[config.mk]
export PLATFORM = sky130hd
export DESIGN_NAME = rgbtc_ram
export DESIGN_NICKNAME = d
export VERILOG_FILES = /design/src/sv/rgbtc_ram.sv
export SDC_FILE = /design/constraint.sdc
export NUM_CORES = 2
export LEC_CHECK = 0
export BUFFER_PORTS_ARGS = -buffer_cell sky130_fd_sc_hd__buf_2
export CORE_MARGIN = 2
export CORE_UTILIZATION = 33
export CTS_CLUSTER_SIZE = 28
export DETAILED_ROUTE_END_ITERATION = 7
export GPL_TIMING_DRIVEN = 0
export PLACE_DENSITY_LB_ADDON = 0.12
export SETUP_SLACK_MARGIN = 0.4
export SYNTH_ARGS = -nofsm -noshare
export SYNTH_HDL_FRONTEND = slang
export SYNTH_SLANG_ARGS = --single-unit
[constraint.sdc]
create_clock -name clock -period 4.3 [get_ports clock]
set_input_delay 0.215 -clock clock [delete_from_list [all_inputs] [get_ports clock]]
set_output_delay 0.215 -clock clock [all_outputs]
set_load 0.1 [all_outputs]
[src/sv/rgbtc_ram.sv]
// ----------------------------------------------------------------------------
// rgbtc_ram
// Generic single write port, single read port RAM with registered read data.
// ----------------------------------------------------------------------------
module rgbtc_ram #(
   parameter int WIDTH = 8,
   parameter int DEPTH = 256
) (
   input  logic                     clock,
   input  logic                     wr_en,
   input  logic [$clog2(DEPTH)-1:0] wr_addr,
   input  logic [WIDTH-1:0]         wr_data,
   input  logic [$clog2(DEPTH)-1:0] rd_addr,
   output logic [WIDTH-1:0]         rd_data
);

   logic [WIDTH-1:0] mem [0:DEPTH-1];
   logic [WIDTH-1:0] rd_data_ff;

   // write port
   always_ff @(posedge clock) begin
      if (wr_en) begin
         mem[wr_addr] <= wr_data;
      end
   end

   // registered read port
   always_ff @(posedge clock) begin
      rd_data_ff <= mem[rd_addr];
   end

   assign rd_data = rd_data_ff;

endmodule

## Word level (Yosys, flattened, before mapping)

Memory sizes are Yosys's and may differ from the RTL's. A register that Yosys moved wholly into a read port is not among the register bits.
Cells that the tools add are included.

- Flip-flop bits (word level): 0
- Bits in latches: 0
- RAM bits: 2048
- Memory bits (read-only): 0
- Input bits: 26
- Output and inout bits: 8
- Memories: 1

- $add $sub $neg: 0
- Multipliers: 0
- Div/mod/pow operators: 0
- $lt $le $gt $ge: 0
- Equality and inequality tests: 0
- Shift-type cells: 0
- Multiplexer cells: 2
- Bitwise logic cells: 0
- Reductions and logical operators: 0

Memories:

| name | depth | bits a word | rd ports | clocked after Yosys merged registers in | write ports | RTL line | source |
|---|---|---|---|---|---|---|---|
| mem | 256 | 8 | 1 | 1 | 1 | 17 | `logic [WIDTH-1:0] mem [0:DEPTH-1];` |

Operators by type and width:

| cell | number |
|---|---|
| 2-to-1 mux 1 bit | 2 |

## Logic depth before layout (Yosys ltp)

- Depth in word-level cells: 2
- Gate-level depth with buffers: 11
- Gate-level depth less buffers: 6

## Least setup slack after synthesis

OpenSTA, ideal clock, no wires.

- Kind: input port to flip-flop
- From: input rd_addr[0]
- To: register rd_data_ff[2] (netlist: rd_data[2]) (read register of mem)
- Setup time: 0.131 ns
- Arrival time: 2.022 ns
- Path slack: 2.147 ns
- Cell stages on the path: 9
- Cell sequence: buf_6 > buf_12 > buf_8 > buf_2 > mux4_2 > a22oi_1 > a21oi_1 > nor4_1 > nor4_2

RTL lines:

| what | RTL line | source |
|---|---|---|
| start: declaration | 13 | `input logic [$clog2(DEPTH)-1:0] rd_addr,` |
| end: declaration | 18 | `logic [WIDTH-1:0] rd_data_ff;` |

==> flow_summary.ini <==
[run_status]
outcome = complete, but fails checks
violations = max-capacitance violations, max-slew violations

[worst_setup_path]
crit_chain = buf_2 > buf_4 > buf_4 > clkbuf_2 > mux4_2 > a221oi_1 > o32ai_1 > nor3_1 > nor4_2
worstRegToRegCells = 6
cpPeakStageDelay_ns = 1.03
critPathKind = primary input to flop
reg2reg_to = rd_data[5]
crit_start = rd_addr[1]
r2r-start = mem[195][5]
critPathMostFrequentCell = buf_4
cp_slowest_cell = a221oi_1
rrSetupSlack_ns = 0.68
worstPathMaxFanout = 10
worst_ep_arrival_time_ns = 4.71
cp-end-kind = flop
critPathLaunchType = primary input
worst_ep_required_time_ns = 4.97

[hold_path]
min_path_type = primary input to flop
holdPathStages = 2
hp-start = wr_data[1]
hold_end = mem[71][1]

[routing]
post-route-drc-count = 0
drt-pass1-iter-count = 5
drt-total-wl_um = 275000
ant_nets = 0
vias = 41000
post_drt_wl_per_cell_um = 37.3
drt_iter0_markers = 5430
vias_per_cell = 5.55

[yosys]
ys_seq_area_share_pct = 77.5
synth.distinct_cells = 55
synth_area_um2 = 79600
synth-edff-count = 2048
synthArstFlopShare_pct = 0
synth_nets = 3759
syn_inst = 3733
synth-seq-cells = 2056
ys_warn_count = 0
synth_ff_type = edfxtp_1
syn_avg_cell_area_um2 = 21.3

[timing]
fin_crit_ns = 4.04
hold_violations = 0
relSlewSlack_pct = -0.0209
rsz0062_at_grt = false
fin_crit_sh_pct = 93.8
setup_viol = 0
max_freq_ghz = 0.248
holdWs_ns = 0.164
drv_slew = 1
clock-skew-final_ns = 0.0374
worst_pin_slew_ns = 1.50

[floorplan]
dieArea_um2 = 245000
ios = 34
fp.dieH_um = 495
coreArea_um2 = 240000
start_util_pct = 33.1
die_w_um = 495
std_cell_rows = 180

[cts]
cts_root_buf = clkbuf_16
htreeDepth = 4
cts_max_path_buffers = 3
cts.clk_slew.worst_paths_ns = 0.06
cts_buffers = 219
cts_tree = yes
clk_latency_ns = 0.88
clkSinkCount = 2056

[global_route]
grt_max_degree = 143
first_global_vias = 40500
overflow = 0
top_usage_layer = met2
met1_usage_pct = 31.7
grt_use_total_pct = 22.3
grt_antenna_before_repair = 32
grt_pass1_wl_um = 367000
grt_use_met3_pct = 3.80
met2_usage_pct = 35.1

[pwr]
leakage_uw = 0.0277
ir_worst_vdd_v = 0.000340
power.density_nw_per_um2 = 469

[place]
place_congestion = 0.891
place_hpwl_um = 184000
numPortBuffers = 26
place_inst = 6966

[cells_and_area]
mostFrequentLayoutCells = edfxtp_1 (2,048), mux4_2 (454), nor2_1 (280)
filler_cell_count = 22000
final_common_cell = edfxtp_1
final_cells = 7383
drive_gt1_share_pct = 23.0
syn_to_final_growth_pct = 14.6
final_nets = 4039
finalCoreUtilization_pct = 38.0

[job]
cap_violations = 1
[how the worst max path moves through the flow]
stage               depth (start not counted)    endpoint  slack, ns
floorplan                                   9  rd_data[2]       2.15
global placement                            9  rd_data[2]      -2.29
detailed placement                         10  rd_data[4]      -1.09
CTS                                        10  rd_data[4]       0.32
global route                                9  rd_data[5]       0.40
finish                                      9  rd_data[5]       0.26
[cell families after synthesis]
logic type / count (synthesis) / synth area share [%]
and+or+nand+nor: 466 / 2.63
muxes: 591 / 14.6
buffers and inverters: 235 / 1.83
DFF: 2056 / 77.5
AOI/OAI and AO/OA: 385 / 3.42
[routing by layer]
metal	up-vias	share of wire, %
met5	-	0.012
met4	6	3.1
met3	349	6.7
met2	1735	47
met1	22600	43
li1	16300	-
[power by group]
part | internal, uW | switching (uW)
sequential | 22100 | 12.4
clock | 9850 | 8160
combinational | 737 | 1900
total | 32700 | 10100
[repair_timing]
| action | 4_1_cts | 5_1_grt |
|---|---|---|
| pin swaps | 1 | 0 |
| setup buffers | 3 | 0 |
| endpoints found under the hold margin | 504 | 0 |
| hold buffers | 8 | 0 |
| resized for setup | 16 | 1 |
| endpoints found under the setup margin | 8 | 1 |
[flip-flops by register name (all words and copies together), names as in the netlist]
register,count
mem,2048
rd_data,8
[worst max-delay path, delay by kind of cell]
family / cells / cell delay, ns
compound gates: 2 / 1.72
buf+inv: 4 / 1.61
simple gates: 2 / 0.65
mux: 1 / 0.44
[metrics by stage]
stage | setup TNS [ns] | setup slack (ns) | total power, uW | instance area [um2]
2_1_floorplan | 0 | 2.15 | 23700 | 79600
3_3_place_gp | -1093.51 | -2.29 | 25200 | 83700
3_5_place_dp | -6.67 | -1.09 | 25200 | 84300
4_1_cts | 0 | 0.322 | 43000 | 91100
5_1_grt | 0 | 0.402 | 43800 | 91200
6_report | 0 | 0.265 | 42800 | 91200
[area by class of cell]
cell class / count / area, um2 / share of cell area (%)
Sequential cell: 2056 / 61700 / 67.6
Multi-Input combinational cell: 1442 / 16500 / 18.1
Clock buffer: 272 / 5680 / 6.23
Tap cell: 3185 / 3990 / 4.37
Buffer: 233 / 1510 / 1.65
Clock inverter: 129 / 985 / 1.08
Timing Repair Buffer: 59 / 782 / 0.858
Antenna cell: 5 / 12.5 / 0.0137
Inverter: 2 / 7.51 / 0.00824
[synthesized netlist by cell type (13+ instances only)]
cell type,n,share of area (%)
edfxtp_1,2048,77
mux4_2,454,13
nor2_1,282,1.3
mux2i_1,134,1.7
a22oi_1,133,1.3
clkbuf_1,111,0.52
a21oi_1,96,0.60
o221ai_1,46,0.51
nand3_1,34,0.21
nand2_1,33,0.16
buf_2,31,0.20
nor2b_1,31,0.24
o22ai_1,28,0.22
buf_4,27,0.25
nor4_1,24,0.19
buf_1,22,0.10
nor3_1,22,0.14
buf_6,21,0.30
a211oi_1,16,0.15
a221oi_1,13,0.14
buf_8,13,0.25
Note: power is estimated with default switching activity, not from simulation.
