`src/sv/rgbtc_pkg.sv`:
```
// ----------------------------------------------------------------------------
// rgbtc_pkg
// Shared types, codes and defaults for the rgba tone curve mapper.
// ----------------------------------------------------------------------------
package rgbtc_pkg;

   // default channel width, sets table depth and arithmetic width
   localparam int CHANNEL_BITS_DEF = 8;

   // fixed widths of the transaction fields
   localparam int FIELD_W = 8;
   localparam int SEL_W   = 3;

   // command codes
   localparam logic CMD_PIXEL = 1'b0;
   localparam logic CMD_WRITE = 1'b1;

   // tone table select codes
   typedef enum logic [SEL_W-1:0] {
      TBL_MASTER = 3'd0,
      TBL_RGB    = 3'd1,
      TBL_RED    = 3'd2,
      TBL_GREEN  = 3'd3,
      TBL_BLUE   = 3'd4,
      TBL_ALPHA  = 3'd5
   } tbl_sel_type;

   // operation carried alongside the pixel data through the pipeline
   typedef struct packed {
      logic               wr;
      logic [SEL_W-1:0]   sel;
      logic [FIELD_W-1:0] idx;
      logic [FIELD_W-1:0] val;
   } op_type;

   // one finished result
   typedef struct packed {
      logic [FIELD_W-1:0] r;
      logic [FIELD_W-1:0] g;
      logic [FIELD_W-1:0] b;
      logic [FIELD_W-1:0] a;
   } res_type;

   // first-level table read by lookup lane k (red, green, blue, alpha)
   function automatic tbl_sel_type chan_table(input int k);
      tbl_sel_type t;
      case (k)
         0:       t = TBL_RED;
         1:       t = TBL_GREEN;
         2:       t = TBL_BLUE;
         default: t = TBL_ALPHA;
      endcase
      return t;
   endfunction

endpackage

```
`src/sv/rgbtc_div.sv`:
```
// ----------------------------------------------------------------------------
// rgbtc_div
// Un-premultiply pipeline: c * MAXV / a for three color channels, one
// quotient bit per stage, saturating at MAXV, bypassed for alpha 0 or full.
// ----------------------------------------------------------------------------
module rgbtc_div
   import rgbtc_pkg::*;
#(
   parameter int CHANNEL_BITS = CHANNEL_BITS_DEF
) (
   input  logic                    clock,
   input  logic                    reset,
   input  logic                    in_vld,
   input  op_type                  in_op,
   input  logic [CHANNEL_BITS-1:0] in_c [0:2],
   input  logic [CHANNEL_BITS-1:0] in_a,
   output logic                    out_vld,
   output op_type                  out_op,
   output logic [CHANNEL_BITS-1:0] out_c [0:2],
   output logic [CHANNEL_BITS-1:0] out_a
);

   localparam int CB = CHANNEL_BITS;
   localparam logic [CB-1:0] MAXV = {CB{1'b1}};

   // stage 0 is the setup register, stages 1..CB each retire one bit
   logic            vld_ff  [0:CB];
   op_type          op_ff   [0:CB];
   logic [CB-1:0]   a_ff    [0:CB];
   logic [2*CB-1:0] work_ff [0:CB][0:2];
   logic            ovr_ff  [0:CB][0:2];
   logic [CB-1:0]   oval_ff [0:CB][0:2];

   logic [2*CB-1:0] work_in [0:CB][0:2];
   logic            byp;

   // setup: numerator, bypass and saturation
   assign byp = (in_a == '0) || (in_a == MAXV);

   // one restoring division step per stage
   always_comb begin
      logic [CB:0] t;
      logic        ge;
      logic [CB:0] diff;
      for (int ch = 0; ch < 3; ch++) begin
         work_in[0][ch] = {in_c[ch], {CB{1'b0}}} - {{CB{1'b0}}, in_c[ch]};
      end
      for (int s = 1; s <= CB; s++) begin
         for (int ch = 0; ch < 3; ch++) begin
            t    = {work_ff[s-1][ch][2*CB-1:CB], work_ff[s-1][ch][CB-1]};
            ge   = (t >= {1'b0, a_ff[s-1]});
            diff = ge ? (t - {1'b0, a_ff[s-1]}) : t;
            work_in[s][ch] = {diff[CB-1:0], work_ff[s-1][ch][CB-2:0], ge};
         end
      end
   end

   // stage valid bits
   always_ff @(posedge clock) begin
      if (reset) begin
         for (int s = 0; s <= CB; s++) begin
            vld_ff[s] <= 1'b0;
         end
      end else begin
         vld_ff[0] <= in_vld;
         for (int s = 1; s <= CB; s++) begin
            vld_ff[s] <= vld_ff[s-1];
         end
      end
   end

   // stage payload
   always_ff @(posedge clock) begin
      op_ff[0] <= in_op;
      a_ff[0]  <= in_a;
      for (int ch = 0; ch < 3; ch++) begin
         work_ff[0][ch] <= work_in[0][ch];
         ovr_ff[0][ch]  <= byp || (in_c[ch] >= in_a);
         oval_ff[0][ch] <= byp ? in_c[ch] : MAXV;
      end
      for (int s = 1; s <= CB; s++) begin
         op_ff[s] <= op_ff[s-1];
         a_ff[s]  <= a_ff[s-1];
         for (int ch = 0; ch < 3; ch++) begin
            work_ff[s][ch] <= work_in[s][ch];
            ovr_ff[s][ch]  <= ovr_ff[s-1][ch];
            oval_ff[s][ch] <= oval_ff[s-1][ch];
         end
      end
   end

   // result select
   always_comb begin
      for (int ch = 0; ch < 3; ch++) begin
         out_c[ch] = ovr_ff[CB][ch] ? oval_ff[CB][ch] : work_ff[CB][ch][CB-1:0];
      end
   end

   assign out_vld = vld_ff[CB];
   assign out_op  = op_ff[CB];
   assign out_a   = a_ff[CB];

endmodule

```
`config.mk`:
```
export PLATFORM = sky130hd
export DESIGN_NAME = rgbtc_div
export DESIGN_NICKNAME = d
export VERILOG_FILES = /design/src/sv/rgbtc_pkg.sv /design/src/sv/rgbtc_div.sv
export SDC_FILE = /design/constraint.sdc
export NUM_CORES = 1
export LEC_CHECK = 0
export BUFFER_PORTS_ARGS = -buffer_cell sky130_fd_sc_hd__buf_2
export CELL_PAD_IN_SITES_DETAIL_PLACEMENT = 1
export CELL_PAD_IN_SITES_GLOBAL_PLACEMENT = 1
export CORE_MARGIN = 5
export CORE_UTILIZATION = 45
export CTS_CLUSTER_SIZE = 24
export DETAILED_ROUTE_END_ITERATION = 16
export PLACE_DENSITY_LB_ADDON = 0.1
export SKIP_CTS_REPAIR_TIMING = 1
export SLEW_MARGIN = 20
export SYNTH_ARGS = -nofsm -noshare
export SYNTH_HDL_FRONTEND = slang
export SYNTH_SLANG_ARGS = --single-unit
```
`constraint.sdc`:
```
create_clock -name clock -period 1.97 [get_ports clock]
set_input_delay 0.2955 -clock clock [delete_from_list [all_inputs] [get_ports clock]]
set_output_delay 0.2955 -clock clock [all_outputs]
set_load 0.05 [all_outputs]
```
==> Yosys cells after proc, flatten, opt, wreduce, memory -nomap -nowiden <==
Memory sizes are Yosys's and may differ from the RTL's.
Cells that the tools add are included.
{ "totals": {"ramBits": 936, "word_cells": 117, "memories": 6, "inputBits": 55, "reg_bits": 0} }
{ "classes": {"bitwise": 9, "n_reduce_logical": 5, "n_eq_ne": 1, "n_addsub": 27, "n_mux": 42, "order_cmp": 27} }
{ "memory_table": {"columns": ["name", "words", "width", "read_ports", "rd_ports_with_merged_regs", "wr", "line", "text"], "rows": [
  ["work_ff", 9, 48, 9, 0, 9, "rgbtc_div.sv:30", "logic [2*CB-1:0] work_ff [0:CB][0:2];"],
  ["oval_ff", 9, 24, 9, 0, 9, "rgbtc_div.sv:32", "logic [CB-1:0] oval_ff [0:CB][0:2];"],
  ["op_ff", 9, 20, 9, 0, 9, "rgbtc_div.sv:28", "op_type op_ff [0:CB];"],
  ["a_ff", 9, 8, 9, 0, 9, "rgbtc_div.sv:29", "logic [CB-1:0] a_ff [0:CB];"],
  ["ovr_ff", 9, 3, 9, 0, 9, "rgbtc_div.sv:31", "logic ovr_ff [0:CB][0:2];"],
  ["vld_ff", 9, 1, 9, 0, 9, "rgbtc_div.sv:27", "logic vld_ff [0:CB];"]
]} }
{ "op_table": {"columns": ["cell", "n"], "rows": [
  ["$mux 8", 30],
  ["$ge 9x8->1", 24],
  ["$sub 8x8->8", 24],
  ["$sub 16x8->16", 3],
  ["$ge 8x8->1", 3],
  ["$mux 1", 12],
  ["$or 1x1->1", 9],
  ["$eq 8x8->1 const B", 1],
  ["$logic_not 8->1", 1],
  ["$logic_or 1x1->1", 4]
]} }

==> Longest topological paths before layout <==
{ "logic_depth": {"word_depth": 3, "depth_mapped": 8} }

==> Worst setup path before layout <==
No wires, ideal clock.
{ "synth_path": {"path_type": "reg2reg", "start": "memory a_ff[0][1] in the netlist's numbering", "end": "memory work_ff[1][26] in the netlist's numbering", "path_slack_ps": -31, "setup_ps": 121, "required_ps": 1849, "path_stages_with_launch": 8, "arrival_ps": 1880, "n_path_buf": 0, "synth_period_minus_slack_ps": 2001, "cell_sequence": "dfxtp_1 -> inv_1 -> ha_1 -> nor2b_1 -> o21bai_1 -> a21oi_2 -> a21boi_4 -> mux2_2"} }
{ "synth_lines": {"columns": ["element", "line"], "rows": [
  ["start, declared", "rgbtc_div.sv:29"],
  ["end, declared", "rgbtc_div.sv:30"]
]} }

==> run summary <==
The cell row count is 95. The static leakage came out at 0.0171 uW. The number of library cell types mapped by synthesis came out at 67. In this run the critical register-to-register path is launched from a_ff[0][34]$_DFF_P_. Summed over all instances, the cell type with the most area after synthesis is dfxtp_1. Among all flip-flop cells after synthesis, the most frequent one is dfxtp_1.

The number of cells after detailed placement came out at 3690. The highest ir drop seen on vdd is 0.000714 V. TritonCTS built the clock tree. The vertical die dimension came out at 269 um. Setup repair after global routing could not meet its margin everywhere. The initial cell density of the core came out at 45.2%. The number of sinks on the clock net is 912. The largest net degree at the start of global routing came out at 28.

The number of remaining DRC errors is 0. The final clock skew came out at 18.8 ps. The final layout contains 3305 nets. Among all stages on the critical path, the largest delay is contributed by dfxtp_1. Clock latency on the worst-skew pair, taken at its later pin, is 640 ps. The number of setup violations in the final report came out at 4. The arrival time reported for the critical path endpoint came out at 2540 ps. The worst setup path is launched from a flip-flop. The sequential standard cell area is 18400 um2. The synthesized flop and latch total is 912.

The maximum number of buffers from clock root to sink came out at 3. The via total after detailed routing is 19.4k. The time the final worst path needs with I/O delays and setup is 2020 ps. From synthesis to final layout, the design area changed by 32.6%. The number of buffer cells added on primary ports came out at 107. For this run, the number of Yosys warnings is 0. The first-pass GRT wire length came out at 109000 um. The share of cells above drive strength 1 is 34.6%. The cell area after synthesis is 30200 um2. The number of antenna violations at the first check in global routing is 2. The run finished, with violations left.

The most frequently used cell type in the post-synthesis netlist is dfxtp_1. The fraction of registers with async set or reset after synthesis came out at 0%. The final sum of negative setup slack is -83.5 ps.

The transition at the pin with the smallest max-transition slack came out at 646 ps. The number of standard cells in the layout, taps in and fillers out came out at 3955. The area of the core region came out at 66800 um2. The fraction of post-synthesis cell area in the top cell type by area came out at 60.5%. Sorting the synthesized cells by area gives the leading types as dfxtp_1, ha_1, mux2_2, o21ai_0, inv_1. The via count of the first global-routing pass is 20.6k. The count of final hold-check violations came out at 0. Across the run, the number of max-cap violations was 0. The congestion estimate from routability-driven global placement came to 0.858. STA classifies the critical path endpoint as a flip-flop.

The die area came out at 72400 um2. The area used by multi-input combinational logic came out at 12900 um2. The number of design-rule violations left by the first detailed-router iteration came out at 699. The overflow left after global routing came out at 0. In this run the clock root is driven by a clkbuf_16. The I/O pin count is 108. Power spread over the standard cell area amounts to 1600 nW/um2. When the netlist entered floorplanning its net count stood at 2797. The critical path required time is 2490 ps. Along the worst path, the maximum fanout reaches 3. The number of iterations in the first detailed-routing pass came out at 4. The timing startpoint of the critical path is a_ff[0][34]$_DFF_P_.

The stage delay of the slowest cell on the critical path came out at 360 ps. The sum of net half-perimeters after detailed placement came out at 52200 um. Dividing the synthesized area by the synthesized cell count gives 12.1 um2. The number of buffers and inverters on the critical path is 2.

The clock transition at the register clock pins on the worst setup and hold paths after CTS is 60 ps. The fill cell total of the finished layout came out at 6629. The H-tree depth is 3. By count the netlist is led by dfxtp_1, ha_1, inv_1, o21ai_0, a21oi_1. Dividing the detail-routed wire length by the instance count gives 18.8 um. Counting flops with a built-in enable in the synthesized netlist gives 0. The startpoint identified for the worst hold timing path is in_c[11].

Sequential elements use 60.5% of the synthesized area. The total global routing track utilization is 19.0%. After layout, the worst path uses 103% of the clock period. The final reports fail on setup timing. On the critical path the largest part of the delay comes from compound AO/OA/AOI/OAI gates. Wires add up to 74300 um. In the post-route analysis, the smallest setup slack over all paths is -50.6 ps. The die is 269 um wide. The peak clock frequency supported by timing came out at 495 MHz.

The number of clock buffers inserted by TritonCTS came out at 89. Dividing the detail-routed via count by the number of cells gives 4.90. Traced cell by cell, the critical path runs through inv_2 -> ha_1 -> a21o_1 -> buf_4 -> a221oi_2 -> o21bai_1 -> xor2_1 -> mux2_2. The worst relative slew slack came out at 56.6%. The count of pins over their slew limit is 0. The class of the most critical hold timing path is in -> reg. The count of mapped cells out of synthesis is 2499. The number of nets with antenna violations after routing is 0. The critical path is of the reg -> reg type.
==> layout by cell type, fill, tap and decap left out, drive strengths merged, types with 9 or more instances in the layout <==
master,instances
a21o,50
dlygate4sd3,49
dfxtp,912
xor2,35
mux2i,39
a221oi,11
and2,16
mux2,97
fa,21
xnor2,52
o31a,13
inv,167
or2,30
a211oi,25
clkinvlp,9
nor2,73
buf,413
nor4,10
o21a,34
clkinv,20
nand2b,39
nor3,22
a21oi,117
o31ai,14
nor2b,48
clkbuf,119
o21ai,137
a21boi,16
nand3,40
nand2,100
bufinv,16
nand4,10
ha,222
==> power breakdown <==
group | switching (uW) | total, uW | internal (uW)
sequential | 1810 | 23400 | 21600
combinational | 10500 | 22200 | 11700
clock | 7280 | 18700 | 11400
total | 19500 | 64300 | 44700
==> metal layers <==
metal / track usage [%] / part of all wire, % / up-vias
met5: 0 / 0 / -
met4: 6.29 / 2.7 / 0
met3: 3.01 / 2.6 / 122
met2: 35.6 / 53 / 235
met1: 22.1 / 41 / 9374
li1: - / - / 9646
==> sequential cells by signal, indices dropped and copies added (netlist names) <==
name and flops:
work_ff 408, oval_ff 216, op_ff 180, a_ff 72, ovr_ff 27, vld_ff 9
==> cells by family after synthesis <==
kind of cell | after synthesis | share of synthesized area, %
AND/OR/NAND/NOR | 432 | 7.54
multiplexers | 136 | 4.91
flip-flops | 912 | 60.5
buffers and inverters | 212 | 3.05
XOR/XNOR | 87 | 2.52
AO/OA/AOI/OAI | 477 | 10.9
adder cells (fa/ha/maj) | 243 | 10.6
==> final timing paths <==
check                                   end  slack [ps]  depth (start not counted)
hold reg to reg       oval_ff[6][4]$_DFF_P_         310                          0
hold / removal    oval_ff[0][11]$_SDFF_PN1_          10                          2
setup reg to reg     work_ff[5][30]$_DFF_P_         -50                          8
setup / recovery     work_ff[5][30]$_DFF_P_         -50                          8
==> stage by stage <==
step | hold slack (ps) | total power (uW) | area [um2] | utilization [%] | setup slack (ps)
2_1_floorplan | 310 | 35000 | 30200 | - | 4.29
3_3_place_gp | 309 | 40500 | 33500 | 50.1 | -346
3_5_place_dp | 313 | 41200 | 33500 | 50.1 | -316
4_1_cts | -289 | 60300 | 36800 | 55.1 | -367
5_1_grt | 5.28 | 67900 | 40000 | 59.9 | -127
6_report | 13.1 | 64300 | 40000 | 59.9 | -50.6
==> layout make-up <==
| cell class | instances | area share, % |
|---|---|---|
| Sequential cell | 912 | 45.8 |
| Multi-Input combinational cell | 1376 | 32.2 |
| Tap cell | 873 | 2.73 |
| Antenna cell | 1 | 0.00625 |
| Inverter | 166 | 1.72 |
| Timing Repair Buffer | 462 | 9.17 |
| Clock inverter | 46 | 1.93 |
| Clock buffer | 119 | 6.42 |
Note: power is estimated with default switching activity, not from simulation.
